## config.mk

```make
export PLATFORM = sky130hd
export DESIGN_NAME = fm_phase_modulator_core
export DESIGN_NICKNAME = d
export VERILOG_FILES = /design/src/rtl/fmpm_pkg.sv /design/src/rtl/fmpm_regs.sv /design/src/rtl/fmpm_ctrl.sv /design/src/rtl/fmpm_datapath.sv /design/src/rtl/fm_phase_modulator_core.sv
export SDC_FILE = /design/constraint.sdc
export NUM_CORES = 2
export LEC_CHECK = 0
export BUFFER_PORTS_ARGS = -buffer_cell sky130_fd_sc_hd__buf_2
export CAP_MARGIN = 20
export CORE_UTILIZATION = 60
export CTS_BUF_LIST = sky130_fd_sc_hd__clkbuf_8
export CTS_CLUSTER_SIZE = 16
export DETAILED_ROUTE_END_ITERATION = 10
export PLACE_DENSITY = 0.74
export SKIP_CTS_REPAIR_TIMING = 1
export SYNTH_ARGS = -nofsm -noshare
export SYNTH_HDL_FRONTEND = slang
export SYNTH_HIERARCHICAL = 1
export SYNTH_SLANG_ARGS = --single-unit
```

## constraint.sdc

```tcl
create_clock -name aclk -period 18.1 [get_ports aclk]
set_input_delay 3.62 -clock aclk [delete_from_list [all_inputs] [get_ports aclk]]
set_output_delay 3.62 -clock aclk [all_outputs]
set_load 0.02 [all_outputs]
```

## src/rtl/fmpm_pkg.sv

```systemverilog
// ============================================================================
// fmpm_pkg
// shared types, constants and the arctangent table of the fm phase modulator
// ============================================================================
package fmpm_pkg;

    // default parameter values
    localparam int SAMPLE_BITS_DEF = 16;
    localparam int PHASE_BITS_DEF  = 32;

    // register and field widths fixed by the interface
    localparam int GAIN_W    = 16;
    localparam int DEV_W     = 33;
    localparam int DEV_LO_W  = 17;
    localparam int DEV_HI_W  = DEV_W - DEV_LO_W;
    localparam int OUT_W     = 16;
    localparam int CFG_ADDR_W = 2;

    // register indexes
    localparam logic [CFG_ADDR_W-1:0] REG_AUDIO_GAIN      = 2'd0;
    localparam logic [CFG_ADDR_W-1:0] REG_PHASE_DEVIATION = 2'd1;

    // register reset values: gain 0.8 in q2.14, 2.5 khz deviation at 48 khz
    localparam logic [GAIN_W-1:0] GAIN_RST = 16'd13107;
    localparam logic [DEV_W-1:0]  DEV_RST  = 33'd223696213;

    // amplitude after gain has 29 fraction bits, clipped to +/- 1.0
    localparam int AMP_FRAC = 29;
    localparam int AMP_W    = AMP_FRAC + 2;
    localparam int AMP_LIM  = 1 << AMP_FRAC;

    // cordic
    localparam int CORDIC_STEPS = 16;
    localparam int ITER_W       = $clog2(CORDIC_STEPS);
    localparam int CORDIC_W     = 34;
    localparam int CORDIC_X0    = 652032874;
    localparam int ATAN_W       = 30;
    localparam int THETA_W      = 32;
    localparam int ROUND_HALF   = 16384;
    localparam int Q15_SHIFT    = 15;

    typedef enum logic [3:0] {
        ST_IDLE,
        ST_CLIP,
        ST_MUL_LO,
        ST_MUL_HI,
        ST_STEP,
        ST_ACC,
        ST_INIT,
        ST_ROT,
        ST_OUT
    } fmpm_state_t;

    typedef struct packed {
        logic ld_prod;
        logic ld_amp;
        logic ld_pp_lo;
        logic ld_pp_hi;
        logic ld_step;
        logic ld_acc;
        logic ld_init;
        logic rot;
        logic ld_out;
    } fmpm_cmd_t;

    typedef struct packed {
        logic rot_last;
    } fmpm_sts_t;

    // atan(2^-i) in units of 2pi/2^32
    function automatic logic [ATAN_W-1:0] atan_lut(input logic [ITER_W-1:0] idx);
        logic [ATAN_W-1:0] v;
        case (idx)
            4'd0:    v = 30'h20000000;
            4'd1:    v = 30'h12E4051E;
            4'd2:    v = 30'h09FB385B;
            4'd3:    v = 30'h051111D4;
            4'd4:    v = 30'h028B0D43;
            4'd5:    v = 30'h0145D7E1;
            4'd6:    v = 30'h00A2F61E;
            4'd7:    v = 30'h00517C55;
            4'd8:    v = 30'h0028BE53;
            4'd9:    v = 30'h00145F2F;
            4'd10:   v = 30'h000A2F98;
            4'd11:   v = 30'h000517CC;
            4'd12:   v = 30'h00028BE6;
            4'd13:   v = 30'h000145F3;
            4'd14:   v = 30'h0000A2FA;
            default: v = 30'h0000517D;
        endcase
        return v;
    endfunction

endpackage

```

## src/rtl/fmpm_regs.sv

```systemverilog
// ============================================================================
// fmpm_regs
// configuration registers: microphone gain and phase deviation
// ============================================================================
module fmpm_regs (
    input  logic                              aclk,
    input  logic                              aresetn,
    input  logic                              cfg_wr_en,
    input  logic [fmpm_pkg::CFG_ADDR_W-1:0]   cfg_addr,
    input  logic [fmpm_pkg::DEV_W-1:0]        cfg_wdata,
    output logic [fmpm_pkg::GAIN_W-1:0]       audio_gain,
    output logic [fmpm_pkg::DEV_W-1:0]        phase_deviation
);
    import fmpm_pkg::*;

    logic [GAIN_W-1:0] gain_reg;
    logic [DEV_W-1:0]  dev_reg;

    always_ff @(posedge aclk) begin
        if (!aresetn) begin
            gain_reg <= GAIN_RST;
            dev_reg  <= DEV_RST;
        end else if (cfg_wr_en) begin
            case (cfg_addr)
                REG_AUDIO_GAIN:      gain_reg <= cfg_wdata[GAIN_W-1:0];
                REG_PHASE_DEVIATION: dev_reg  <= cfg_wdata;
                default:             ;
            endcase
        end
    end

    assign audio_gain      = gain_reg;
    assign phase_deviation = dev_reg;

endmodule

```

## src/rtl/fmpm_ctrl.sv

```systemverilog
// ============================================================================
// fmpm_ctrl
// sequencer: gain, clip, two partial products, phase update, cordic, output
// ============================================================================
module fmpm_ctrl (
    input  logic                  aclk,
    input  logic                  aresetn,
    input  logic                  s_valid,
    output logic                  s_ready,
    output logic                  m_valid,
    input  logic                  m_ready,
    output fmpm_pkg::fmpm_cmd_t   cmd,
    input  fmpm_pkg::fmpm_sts_t   sts
);
    import fmpm_pkg::*;

    fmpm_state_t state_reg, state_next;
    logic        out_valid_reg, out_valid_next;
    logic        out_free;

    assign out_free = !out_valid_reg || m_ready;

    always_ff @(posedge aclk) begin
        if (!aresetn) begin
            state_reg     <= ST_IDLE;
            out_valid_reg <= 1'b0;
        end else begin
            state_reg     <= state_next;
            out_valid_reg <= out_valid_next;
        end
    end

    // next state
    always_comb begin
        state_next = state_reg;
        case (state_reg)
            ST_IDLE:   if (s_valid) state_next = ST_CLIP;
            ST_CLIP:   state_next = ST_MUL_LO;
            ST_MUL_LO: state_next = ST_MUL_HI;
            ST_MUL_HI: state_next = ST_STEP;
            ST_STEP:   state_next = ST_ACC;
            ST_ACC:    state_next = ST_INIT;
            ST_INIT:   state_next = ST_ROT;
            ST_ROT:    if (sts.rot_last) state_next = ST_OUT;
            ST_OUT:    if (out_free) state_next = ST_IDLE;
            default:   state_next = ST_IDLE;
        endcase
    end

    // outputs
    always_comb begin
        cmd     = '0;
        s_ready = 1'b0;
        case (state_reg)
            ST_IDLE: begin
                s_ready     = 1'b1;
                cmd.ld_prod = s_valid;
            end
            ST_CLIP:   cmd.ld_amp   = 1'b1;
            ST_MUL_LO: cmd.ld_pp_lo = 1'b1;
            ST_MUL_HI: cmd.ld_pp_hi = 1'b1;
            ST_STEP:   cmd.ld_step  = 1'b1;
            ST_ACC:    cmd.ld_acc   = 1'b1;
            ST_INIT:   cmd.ld_init  = 1'b1;
            ST_ROT:    cmd.rot      = 1'b1;
            ST_OUT:    cmd.ld_out   = out_free;
            default:   ;
        endcase
    end

    always_comb begin
        out_valid_next = out_valid_reg;
        if (cmd.ld_out) begin
            out_valid_next = 1'b1;
        end else if (m_ready) begin
            out_valid_next = 1'b0;
        end
    end

    assign m_valid = out_valid_reg;

endmodule

```

## src/rtl/fmpm_datapath.sv

```systemverilog
// ============================================================================
// fmpm_datapath
// gain multiply and clip, deviation scaling, phase accumulator, cordic
// ============================================================================
module fmpm_datapath #(
    parameter int SAMPLE_BITS = fmpm_pkg::SAMPLE_BITS_DEF,
    parameter int PHASE_BITS  = fmpm_pkg::PHASE_BITS_DEF
) (
    input  logic                                aclk,
    input  logic                                aresetn,
    input  fmpm_pkg::fmpm_cmd_t                 cmd,
    output fmpm_pkg::fmpm_sts_t                 sts,
    input  logic signed [SAMPLE_BITS-1:0]       audio_sample,
    input  logic [fmpm_pkg::GAIN_W-1:0]         audio_gain,
    input  logic [fmpm_pkg::DEV_W-1:0]          phase_deviation,
    output logic signed [fmpm_pkg::OUT_W-1:0]   i_out,
    output logic signed [fmpm_pkg::OUT_W-1:0]   q_out
);
    import fmpm_pkg::*;

    localparam int PROD_W  = SAMPLE_BITS + GAIN_W + 1;
    localparam int NORM_W  = (PROD_W > 33) ? PROD_W : 33;
    localparam int PPLO_W  = AMP_W + DEV_LO_W + 1;
    localparam int PPHI_W  = AMP_W + DEV_HI_W + 1;
    localparam int SUM_W   = AMP_W + DEV_W + 1;
    localparam int STEP_W  = SUM_W - AMP_FRAC;
    localparam int SX_W    = (PHASE_BITS > STEP_W) ? PHASE_BITS : STEP_W;
    localparam int CW      = CORDIC_W;
    localparam int RW      = CW + 2;

    logic signed [PROD_W-1:0]  prod_reg;
    logic signed [NORM_W-1:0]  norm;
    logic signed [AMP_W-1:0]   amp_reg, amp_next;
    logic signed [PPLO_W-1:0]  pp_lo_reg;
    logic signed [PPHI_W-1:0]  pp_hi_reg;
    logic signed [SUM_W-1:0]   pp_sum;
    logic signed [STEP_W-1:0]  step_reg;
    logic signed [SX_W-1:0]    step_ext;
    logic [PHASE_BITS-1:0]     phase_acc_reg;
    logic [THETA_W-1:0]        theta;
    logic signed [CW-1:0]      x_reg, y_reg, z_reg;
    logic signed [CW-1:0]      dx, dy, at;
    logic [1:0]                quad_reg;
    logic [ITER_W-1:0]         iter_reg;
    logic signed [CW:0]        sn, cs;
    logic signed [OUT_W-1:0]   i_out_reg, q_out_reg;

    // q.30 to q1.15 with round half up and saturation
    function automatic logic signed [OUT_W-1:0] to_q15(input logic signed [CW:0] v);
        logic signed [RW-1:0]           t;
        logic signed [RW-Q15_SHIFT-1:0] r;
        logic signed [OUT_W-1:0]        res;
        t = RW'(v) + RW'(ROUND_HALF);
        r = t[RW-1:Q15_SHIFT];
        if (r > (RW-Q15_SHIFT)'(32767)) begin
            res = 16'sd32767;
        end else if (r < -(RW-Q15_SHIFT)'(32768)) begin
            res = -16'sd32768;
        end else begin
            res = r[OUT_W-1:0];
        end
        return res;
    endfunction

    // bring the product to 29 fraction bits
    generate
        if (SAMPLE_BITS > 16) begin : g_norm_dn
            assign norm = prod_reg >>> (SAMPLE_BITS - 16);
        end else if (SAMPLE_BITS == 16) begin : g_norm_eq
            assign norm = prod_reg;
        end else begin : g_norm_up
            assign norm = NORM_W'(prod_reg) <<< (16 - SAMPLE_BITS);
        end
    endgenerate

    always_comb begin
        if (norm > NORM_W'(AMP_LIM)) begin
            amp_next = AMP_W'(AMP_LIM);
        end else if (norm < -NORM_W'(AMP_LIM)) begin
            amp_next = -AMP_W'(AMP_LIM);
        end else begin
            amp_next = norm[AMP_W-1:0];
        end
    end

    assign pp_sum   = SUM_W'(pp_lo_reg) + (SUM_W'(pp_hi_reg) <<< DEV_LO_W);
    assign step_ext = SX_W'(step_reg);

    generate
        if (PHASE_BITS >= THETA_W) begin : g_theta_top
            assign theta = phase_acc_reg[PHASE_BITS-1 -: THETA_W];
        end else begin : g_theta_pad
            assign theta = {phase_acc_reg, {(THETA_W-PHASE_BITS){1'b0}}};
        end
    endgenerate

    assign dx = y_reg >>> iter_reg;
    assign dy = x_reg >>> iter_reg;
    assign at = $signed({{(CW-ATAN_W){1'b0}}, atan_lut(iter_reg)});

    // quadrant fold
    always_comb begin
        case (quad_reg)
            2'd0: begin
                sn = (CW+1)'(y_reg);
                cs = (CW+1)'(x_reg);
            end
            2'd1: begin
                sn = (CW+1)'(x_reg);
                cs = -(CW+1)'(y_reg);
            end
            2'd2: begin
                sn = -(CW+1)'(y_reg);
                cs = -(CW+1)'(x_reg);
            end
            default: begin
                sn = -(CW+1)'(x_reg);
                cs = (CW+1)'(y_reg);
            end
        endcase
    end

    always_ff @(posedge aclk) begin
        if (!aresetn) begin
            phase_acc_reg <= '0;
        end else if (cmd.ld_acc) begin
            phase_acc_reg <= phase_acc_reg + step_ext[PHASE_BITS-1:0];
        end
    end

    always_ff @(posedge aclk) begin
        if (cmd.ld_prod) begin
            prod_reg <= audio_sample * $signed({1'b0, audio_gain});
        end
        if (cmd.ld_amp) begin
            amp_reg <= amp_next;
        end
        if (cmd.ld_pp_lo) begin
            pp_lo_reg <= amp_reg * $signed({1'b0, phase_deviation[DEV_LO_W-1:0]});
        end
        if (cmd.ld_pp_hi) begin
            pp_hi_reg <= amp_reg * $signed({1'b0, phase_deviation[DEV_W-1:DEV_LO_W]});
        end
        if (cmd.ld_step) begin
            step_reg <= pp_sum[SUM_W-1:AMP_FRAC];
        end
        if (cmd.ld_init) begin
            x_reg    <= CW'(CORDIC_X0);
            y_reg    <= '0;
            z_reg    <= $signed({{(CW-30){1'b0}}, theta[29:0]});
            quad_reg <= theta[31:30];
            iter_reg <= '0;
        end else if (cmd.rot) begin
            if (!z_reg[CW-1]) begin
                x_reg <= x_reg - dx;
                y_reg <= y_reg + dy;
                z_reg <= z_reg - at;
            end else begin
                x_reg <= x_reg + dx;
                y_reg <= y_reg - dy;
                z_reg <= z_reg + at;
            end
            iter_reg <= iter_reg + 1'b1;
        end
        if (cmd.ld_out) begin
            i_out_reg <= to_q15(sn);
            q_out_reg <= to_q15(cs);
        end
    end

    assign sts.rot_last = (iter_reg == ITER_W'(CORDIC_STEPS - 1));
    assign i_out        = i_out_reg;
    assign q_out        = q_out_reg;

endmodule

```

## src/rtl/fm_phase_modulator_core.sv

```systemverilog
// ============================================================================
// fm_phase_modulator_core
// fm modulator: audio gain and clip, deviation scaling, phase accumulator,
// iterative cordic producing i = sin(phase) and q = cos(phase) in q1.15
// ============================================================================
//
//  channel   ports                                     width       role
//  -------   ---------------------------------------   ---------   -----------------
//  input     s_valid s_ready s_audio_sample            SAMPLE_BITS audio, signed q1.x
//  result    m_valid m_ready m_i_out m_q_out           16 + 16     sin / cos, q1.15
//  config    cfg_wr_en cfg_addr cfg_wdata              2 / 33      0 gain, 1 deviation
//
//  one transaction at a time: the gain product is taken at the accepting edge
//  and the result is registered after these steps: clip, two deviation partial
//  products, step, phase add, cordic init, 16 cordic iterations, output load;
//  the iterative cordic does one step per cycle
//  s_ready is high only while idle; the next sample can be taken in the cycle
//  after the result is loaded, never before the previous one is finished
//  a finished result waits in the output register; if it is still held when
//  the next one completes, the sequencer holds in its output step
//  synchronous active-low reset clears the phase accumulator and loads the
//  register defaults (gain 0.8, narrowband deviation)
//
module fm_phase_modulator_core #(
    parameter int SAMPLE_BITS = fmpm_pkg::SAMPLE_BITS_DEF,
    parameter int PHASE_BITS  = fmpm_pkg::PHASE_BITS_DEF
) (
    input  logic                                aclk,
    input  logic                                aresetn,
    // input transaction
    input  logic                                s_valid,
    output logic                                s_ready,
    input  logic signed [SAMPLE_BITS-1:0]       s_audio_sample,
    // result transaction
    output logic                                m_valid,
    input  logic                                m_ready,
    output logic signed [fmpm_pkg::OUT_W-1:0]   m_i_out,
    output logic signed [fmpm_pkg::OUT_W-1:0]   m_q_out,
    // configuration writes
    input  logic                                cfg_wr_en,
    input  logic [fmpm_pkg::CFG_ADDR_W-1:0]     cfg_addr,
    input  logic [fmpm_pkg::DEV_W-1:0]          cfg_wdata
);
    import fmpm_pkg::*;

    // command and status between sequencer and datapath
    fmpm_cmd_t          cmd;
    fmpm_sts_t          sts;
    // live register values
    logic [GAIN_W-1:0]  audio_gain;
    logic [DEV_W-1:0]   phase_deviation;

    fmpm_regs u_regs (
        .aclk            (aclk),
        .aresetn         (aresetn),
        .cfg_wr_en       (cfg_wr_en),
        .cfg_addr        (cfg_addr),
        .cfg_wdata       (cfg_wdata),
        .audio_gain      (audio_gain),
        .phase_deviation (phase_deviation)
    );

    // sequencer owns the handshakes and the output valid flag
    fmpm_ctrl u_ctrl (
        .aclk    (aclk),
        .aresetn (aresetn),
        .s_valid (s_valid),
        .s_ready (s_ready),
        .m_valid (m_valid),
        .m_ready (m_ready),
        .cmd     (cmd),
        .sts     (sts)
    );

    // datapath: sample is multiplied by the gain in the accept cycle
    fmpm_datapath #(
        .SAMPLE_BITS (SAMPLE_BITS),
        .PHASE_BITS  (PHASE_BITS)
    ) u_datapath (
        .aclk            (aclk),
        .aresetn         (aresetn),
        .cmd             (cmd),
        .sts             (sts),
        .audio_sample    (s_audio_sample),
        .audio_gain      (audio_gain),
        .phase_deviation (phase_deviation),
        .i_out           (m_i_out),
        .q_out           (m_q_out)
    );

`ifndef SYNTHESIS
    // s_ready drops after a sample is taken, so samples are never taken back to back
    a_one_in_flight: assert property (@(posedge aclk) disable iff (!aresetn)
        (s_valid && s_ready) |=> !s_ready)
        else $error("input accepted while a sample is in flight");

    // a new result is only loaded into a free output register
    a_out_free: assert property (@(posedge aclk) disable iff (!aresetn)
        cmd.ld_out |-> (!m_valid || m_ready))
        else $error("output register overwritten before it was taken");

    // result valid only rises after an output load
    a_valid_source: assert property (@(posedge aclk) disable iff (!aresetn)
        $rose(m_valid) |-> $past(cmd.ld_out))
        else $error("result valid without an output load");

    // the phase accumulator only moves between an input and its result
    a_acc_and_rot: assert property (@(posedge aclk) disable iff (!aresetn)
        cmd.ld_acc |-> !s_ready && !cmd.rot)
        else $error("phase update outside the sample sequence");
`endif

endmodule
```

### Word-level counts from Yosys, hierarchy flattened

Memories as Yosys holds them, arrays and structs flattened. A register that Yosys moved wholly into a read port is not among the register bits.
Index checks and enable logic that the tools add are counted.

| word-level totals | value |
|---|---|
| register bits after elaboration | 415 |
| memory bits (read-only) | 480 |
| input bits | 56 |
| output and inout port bits | 34 |
| word-level logic and storage cells | 98 |
| memories | 1 |

| cells by class | value |
|---|---|
| $add $sub $neg | 13 |
| multipliers | 3 |
| magnitude comparators | 6 |
| equal/unequal tests | 15 |
| shift-type cells | 2 |
| multiplexer cells | 28 |
| reduce and logical (&&, ||, !) cells | 11 |

Memory list:

| name | depth | bits a word | read ports | clocked after memory_dff | write ports | RTL line | RTL |
|---|---|---|---|---|---|---|---|
| (name not given) | 16 | 30 | 1 | 1 | 0 | fmpm_pkg.sv:73 | `case (idx)` |

Operators by type and width:

| kind | number |
|---|---|
| case mux 35 bit (3 select lines) | 2 |
| two-way mux 34 bit | 3 |
| adder 35 x 16 -> 36 bit (second input constant) | 2 |
| negator 34 -> 35 bit | 2 |
| adder 34 bit | 2 |
| >>> shifter 34 x 4 -> 34 bit | 2 |
| subtractor 34 bit | 2 |
| adder 49 x 61 -> 61 bit | 1 |
| two-way mux 30 bit | 2 |
| multiplier 31 x 18 -> 49 bit | 1 |
| multiplier 31 x 17 -> 44 bit | 1 |
| greater-than comparator 21 x 16 -> 1 bit (second input constant) | 2 |
| less-than comparator 21 x 16 -> 1 bit (second input constant) | 2 |
| case mux 4 bit (9 select lines) | 1 |
| adder 34 x 31 -> 34 bit | 1 |
| subtractor 34 x 31 -> 34 bit | 1 |
| greater-than comparator 33 x 31 -> 1 bit (second input constant) | 1 |
| less-than comparator 33 x 30 -> 1 bit (second input constant) | 1 |
| multiplier 16 x 17 -> 33 bit | 1 |
| adder 32 bit | 1 |
| two-way mux 16 bit | 2 |
| two-way mux 31 bit | 1 |
| two-way mux 4 bit | 5 |
| == test 4 x 3 -> 1 bit (second input constant) | 4 |
| 17 further kinds | 35 |

### Logic depth before layout (Yosys ltp)

| depth | value |
|---|---|
| depth in word-level cells | 5 |
| mapped depth | 29 |
| depth with buffers taken out | 25 |

### Modules after synthesis

Netlist, hierarchy kept.

By module, submodules not included:

| module | instances | cells an instance | area an instance (um^2) | seq. area each (um^2) |
|---|---|---|---|---|
| fmpm_datapath | 1 | 7967 | 71741.3 | 9849.4 |
| fmpm_regs | 1 | 211 | 2050.7 | 980.9 |
| fmpm_ctrl | 1 | 39 | 330.3 | 100.1 |

### Worst setup path after synthesis

No wires, ideal clock.

| timing | value |
|---|---|
| path type | input -> register |
| from | input s_audio_sample[1] |
| to | register u_datapath.prod_reg[32], in the netlist u_datapath/norm[32], data pin |
| library setup time | 0.260 ns |
| data arrival time | 9.320 ns |
| required time | 17.840 ns |
| slack | 8.521 ns |
| stages | 20 |
| buffers on the path | 1 |
| cells stage by stage | clkbuf_1 > nand2_1 > fa_1 > fa_1 > fa_1 > fa_1 > inv_1 > fa_1 > fa_1 > ha_1 > inv_1 > nor4_1 > a21oi_1 > nor4_1 > nor3_1 > o311ai_0 > a211oi_1 > o21bai_1 > a21oi_1 > xnor2_1 |

| on the way | value |
|---|---|
| longest elaborated chain between the ends | 1 |

RTL lines:

| item | RTL line | RTL |
|---|---|---|
| from (decl) | fm_phase_modulator_core.sv:33 | `input logic signed [SAMPLE_BITS-1:0] s_audio_sample,` |
| multiplier 16 x 17 -> 33 bit | fmpm_datapath.sv:133 | `prod_reg <= audio_sample * $signed({1'b0, audio_gain});` |
| to (signal assigned) | fmpm_datapath.sv:133 |  |
| to (decl) | fmpm_datapath.sv:31 | `logic signed [PROD_W-1:0] prod_reg;` |

Every way passes these cells.
A chain may end at the register's enable or synchronous reset.

### Final worst setup path

Ends and elaborated chain as after synthesis.

==> results.md <==
Critical path:
- The category of the worst setup path launch point is an input pin.
- The kind of critical path is in -> reg.
- The critical path required time is 18590 ps.
- The arrival time reported for the critical path endpoint is 10160 ps.
- Measured in cells, the most critical reg-to-reg path has a length of 24.
- The worst-path maximum fanout is 16.
- The reg2reg setup slack is 9250 ps.
- The endpoint identified for the worst register-to-register timing path is u_datapath/pp_lo_reg[42].
- The critical register-to-register path startpoint is u_datapath/amp_reg[8].
- STA classifies the critical path endpoint as a flip-flop.

GRT:
- The via count of the first global-routing pass was 59578.
- The first global-routing pass estimated 312100 µm of wire.
- The maximum number of pins on one net before global-route repair is 79.
- Global routing consumed, over all layers together, 31.21% of the routing resources.
- The initial antenna violation count is 6.
- After global routing the overflow that remains totals 0.

Synth:
- The cell area after synthesis is 74120 µm².
- After synthesis, the netlist uses 102 different library cells.
- In the synthesized netlist the dominant register cell turns out to be edfxtp_1.
- The number of nets in the synthesized netlist is 9947.
- For this run, the number of Yosys warnings is 6.
- The average cell area after synthesis is 9.021 µm².
- Yosys mapped a number of flops with a built-in enable equal to 236.
- The fraction of synthesized cell area taken by the top area cell type is 31.01%.
- In the synthesized netlist the async set-or-reset flop fraction comes to 0%.
- By area the synthesized netlist is led by fa_1 (31%), edfxtp_1 (9.6%), ha_1 (8.9%).
- Of all cell types, the one taking the most synthesized area is fa_1.
- The post-synthesis register bit count is 428.
- The sequential fraction of the synthesis area is 14.75%.
- The cell count after synthesis is 8217.

Clock network:
- The root buffer selected by CTS is clkbuf_8.
- The worst-case clock buffer depth is 3.
- TritonCTS built the clock tree.
- The clock insertion delay at the later pin of the skew report is 800 ps.
- The register clock-pin slew on the reported worst setup and hold paths is 60 ps.
- The clock tree synthesis step divided the H-tree into 3 levels.
- Clock tree synthesis found a total of 428 sinks.
- The total CTS buffers is 79.

Routing:
- The detailed router's first-iteration violation count is 4392.
- The overall routed net length is 190900 µm.
- Dividing the detail-routed via count by the number of cells gives 5.831.
- The pre-antenna-repair detailed-routing pass consisted of 6 iterations.
- After detailed routing, the number of remaining DRC violations is 0.
- In the final routed layout, each cell accounts on average for 19.59 µm.
- Detailed routing inserted a total of 56820 vias.
- The remaining antenna violation count is 0.

Floorplan:
- The initialized floorplan defines 128 standard-cell rows.
- Pin placement for this block handled 90 I/O pins.
- The horizontal extent of the die is 353.5 µm.
- The area of the die is 124900 µm².
- The effective utilization at floorplan is 60.66%.
- The region available for standard cell placement spans 122200 µm².
- The chip height is 353.5 µm.

Min path:
- The cell depth of the worst min-delay path is 0.
- The hold path startpoint is u_datapath/phase_acc_reg[31].
- The end point of the worst hold path is u_datapath/quad_reg[1].
- The tightest min-delay check is of the reg -> reg type.

Timing:
- The clock arrives with 66.15 ps of skew.
- The number of hold violations in the final report is 0.
- Setup repair after global routing left no endpoint under its margin.
- The slew of the pin with the lowest slew margin is 1084 ps.
- The final period utilization is 53.41%.
- The fmax is 103.4 MHz.
- The shortest clock period the worst path allows after layout is 9667 ps.
- The max-slew headroom at the worst pin is 27.49%.
- Setup violations remaining at the end of the flow were counted as 0.
- The final count of pins violating max slew was 0.
- In the final timing run, aggregate negative setup slack is 0 ps.

Status:
- The run finished with clean final reports.

Finish:
- The library cell used most frequently in the layout, excluding fill and tap cells, is inv_1.
- The register with the most flip-flops in the layout has 44 of them.
- The top cell types in the final layout, fill and taps aside, are inv_1 (1479), fa_1 (1148), nand2_1 (932).
- The number of nets in the layout is 9783.
- The growth of design area from synthesis to finish is 4.488%.
- Cells with a size suffix above 1 make up 5.925% of the layout.

Placement:
- The congestion estimate from routability-driven global placement came to 0.9366.
- The count of buffers from port buffering is 89.
- The post-DP HPWL is 142000 µm.

Job:
- The tool flagged a number of max-cap violations equal to 0.
==> worst max-delay path, stage by stage <==
cell      delay, ps
buf_2           270
nand2_1         140
fa_1            550
fa_1            590
fa_1            460
fa_1            560
inv_1            50
fa_1            500
fa_1            410
ha_1            360
inv_1           110
nor4_1          410
a21oi_1         150
nor4_1          550
nor3_1          200
o311ai_0        650
a211oi_1        170
o21bai_1        180
a21oi_1          90
xnor2_1         120
==> through the flow <==
step	instances	utilization (%)	setup slack (ps)	hold slack (ps)	area (µm²)
6_report	9745	63.38	8433	450.2	77450
5_1_grt	9745	63.38	8027	469.1	77450
4_1_cts	9742	63.37	8575	433.3	77440
3_5_place_dp	9596	61.89	7796	449.9	75630
3_3_place_gp	9596	61.89	7868	437.5	75630
2_1_floorplan	8217	-	8521	428.0	74120
==> routing by layer <==
metal  global-route usage (%)  vias up  wire [µm]
li1                         -    25758          -
met1                    41.89    28186      79510
met2                    50.24     2407      87530
met3                    6.510      465      17020
met4                    11.04        4       6847
met5                        0        -         29
==> how the worst max path moves through the flow <==
stage / startpoint / cells past startpoint / endpoint / slack, ps
floorplan: s_audio_sample[1] / 20 / u_datapath/norm[32] / 8520
finish: s_audio_sample[1] / 20 / u_datapath/norm[32] / 8430
CTS: s_audio_sample[1] / 20 / u_datapath/norm[32] / 8580
global placement: s_audio_sample[4] / 23 / u_datapath/norm[32] / 7870
global route: s_audio_sample[1] / 20 / u_datapath/norm[32] / 8030
detailed placement: s_audio_sample[1] / 20 / u_datapath/norm[32] / 7800
==> cell usage after synthesis (all sizes together), types with 44 or more instances <==
library cell / count
inv: 1468
fa: 1148
nand2: 932
and2: 665
ha: 526
clkbuf: 357
nor2: 336
a21oi: 302
xnor2: 268
o21ai: 247
edfxtp: 236
dfxtp: 192
xor2: 170
mux2i: 155
a21o: 102
nor3: 86
nor2b: 82
nand3: 80
buf: 70
mux4: 70
nand2b: 52
o21a: 47
and3: 44
==> cell type report <==
class	instances	area, µm²
well taps	1625	2033
multi-input cells	5889	55980
fillers	10173	44750
repair buffers	183	1151
clock buffers	84	1156
inverters	1472	5525
clock inverters	62	650.6
diodes	2	5.005
flip-flops and latches	428	10950
==> cell families after synthesis <==
group,after synthesis,share of synthesized area [%]
buf+inv,1900,9.797
compound gates,1043,9.039
simple gates,2477,16.64
flops,428,14.75
fa+ha+maj,1674,39.88
mux,257,4.716
xor+xnor,438,5.175
Power is not shown: default switching activity piles up to over one toggle a cycle in this logic, so the estimate is an artifact.
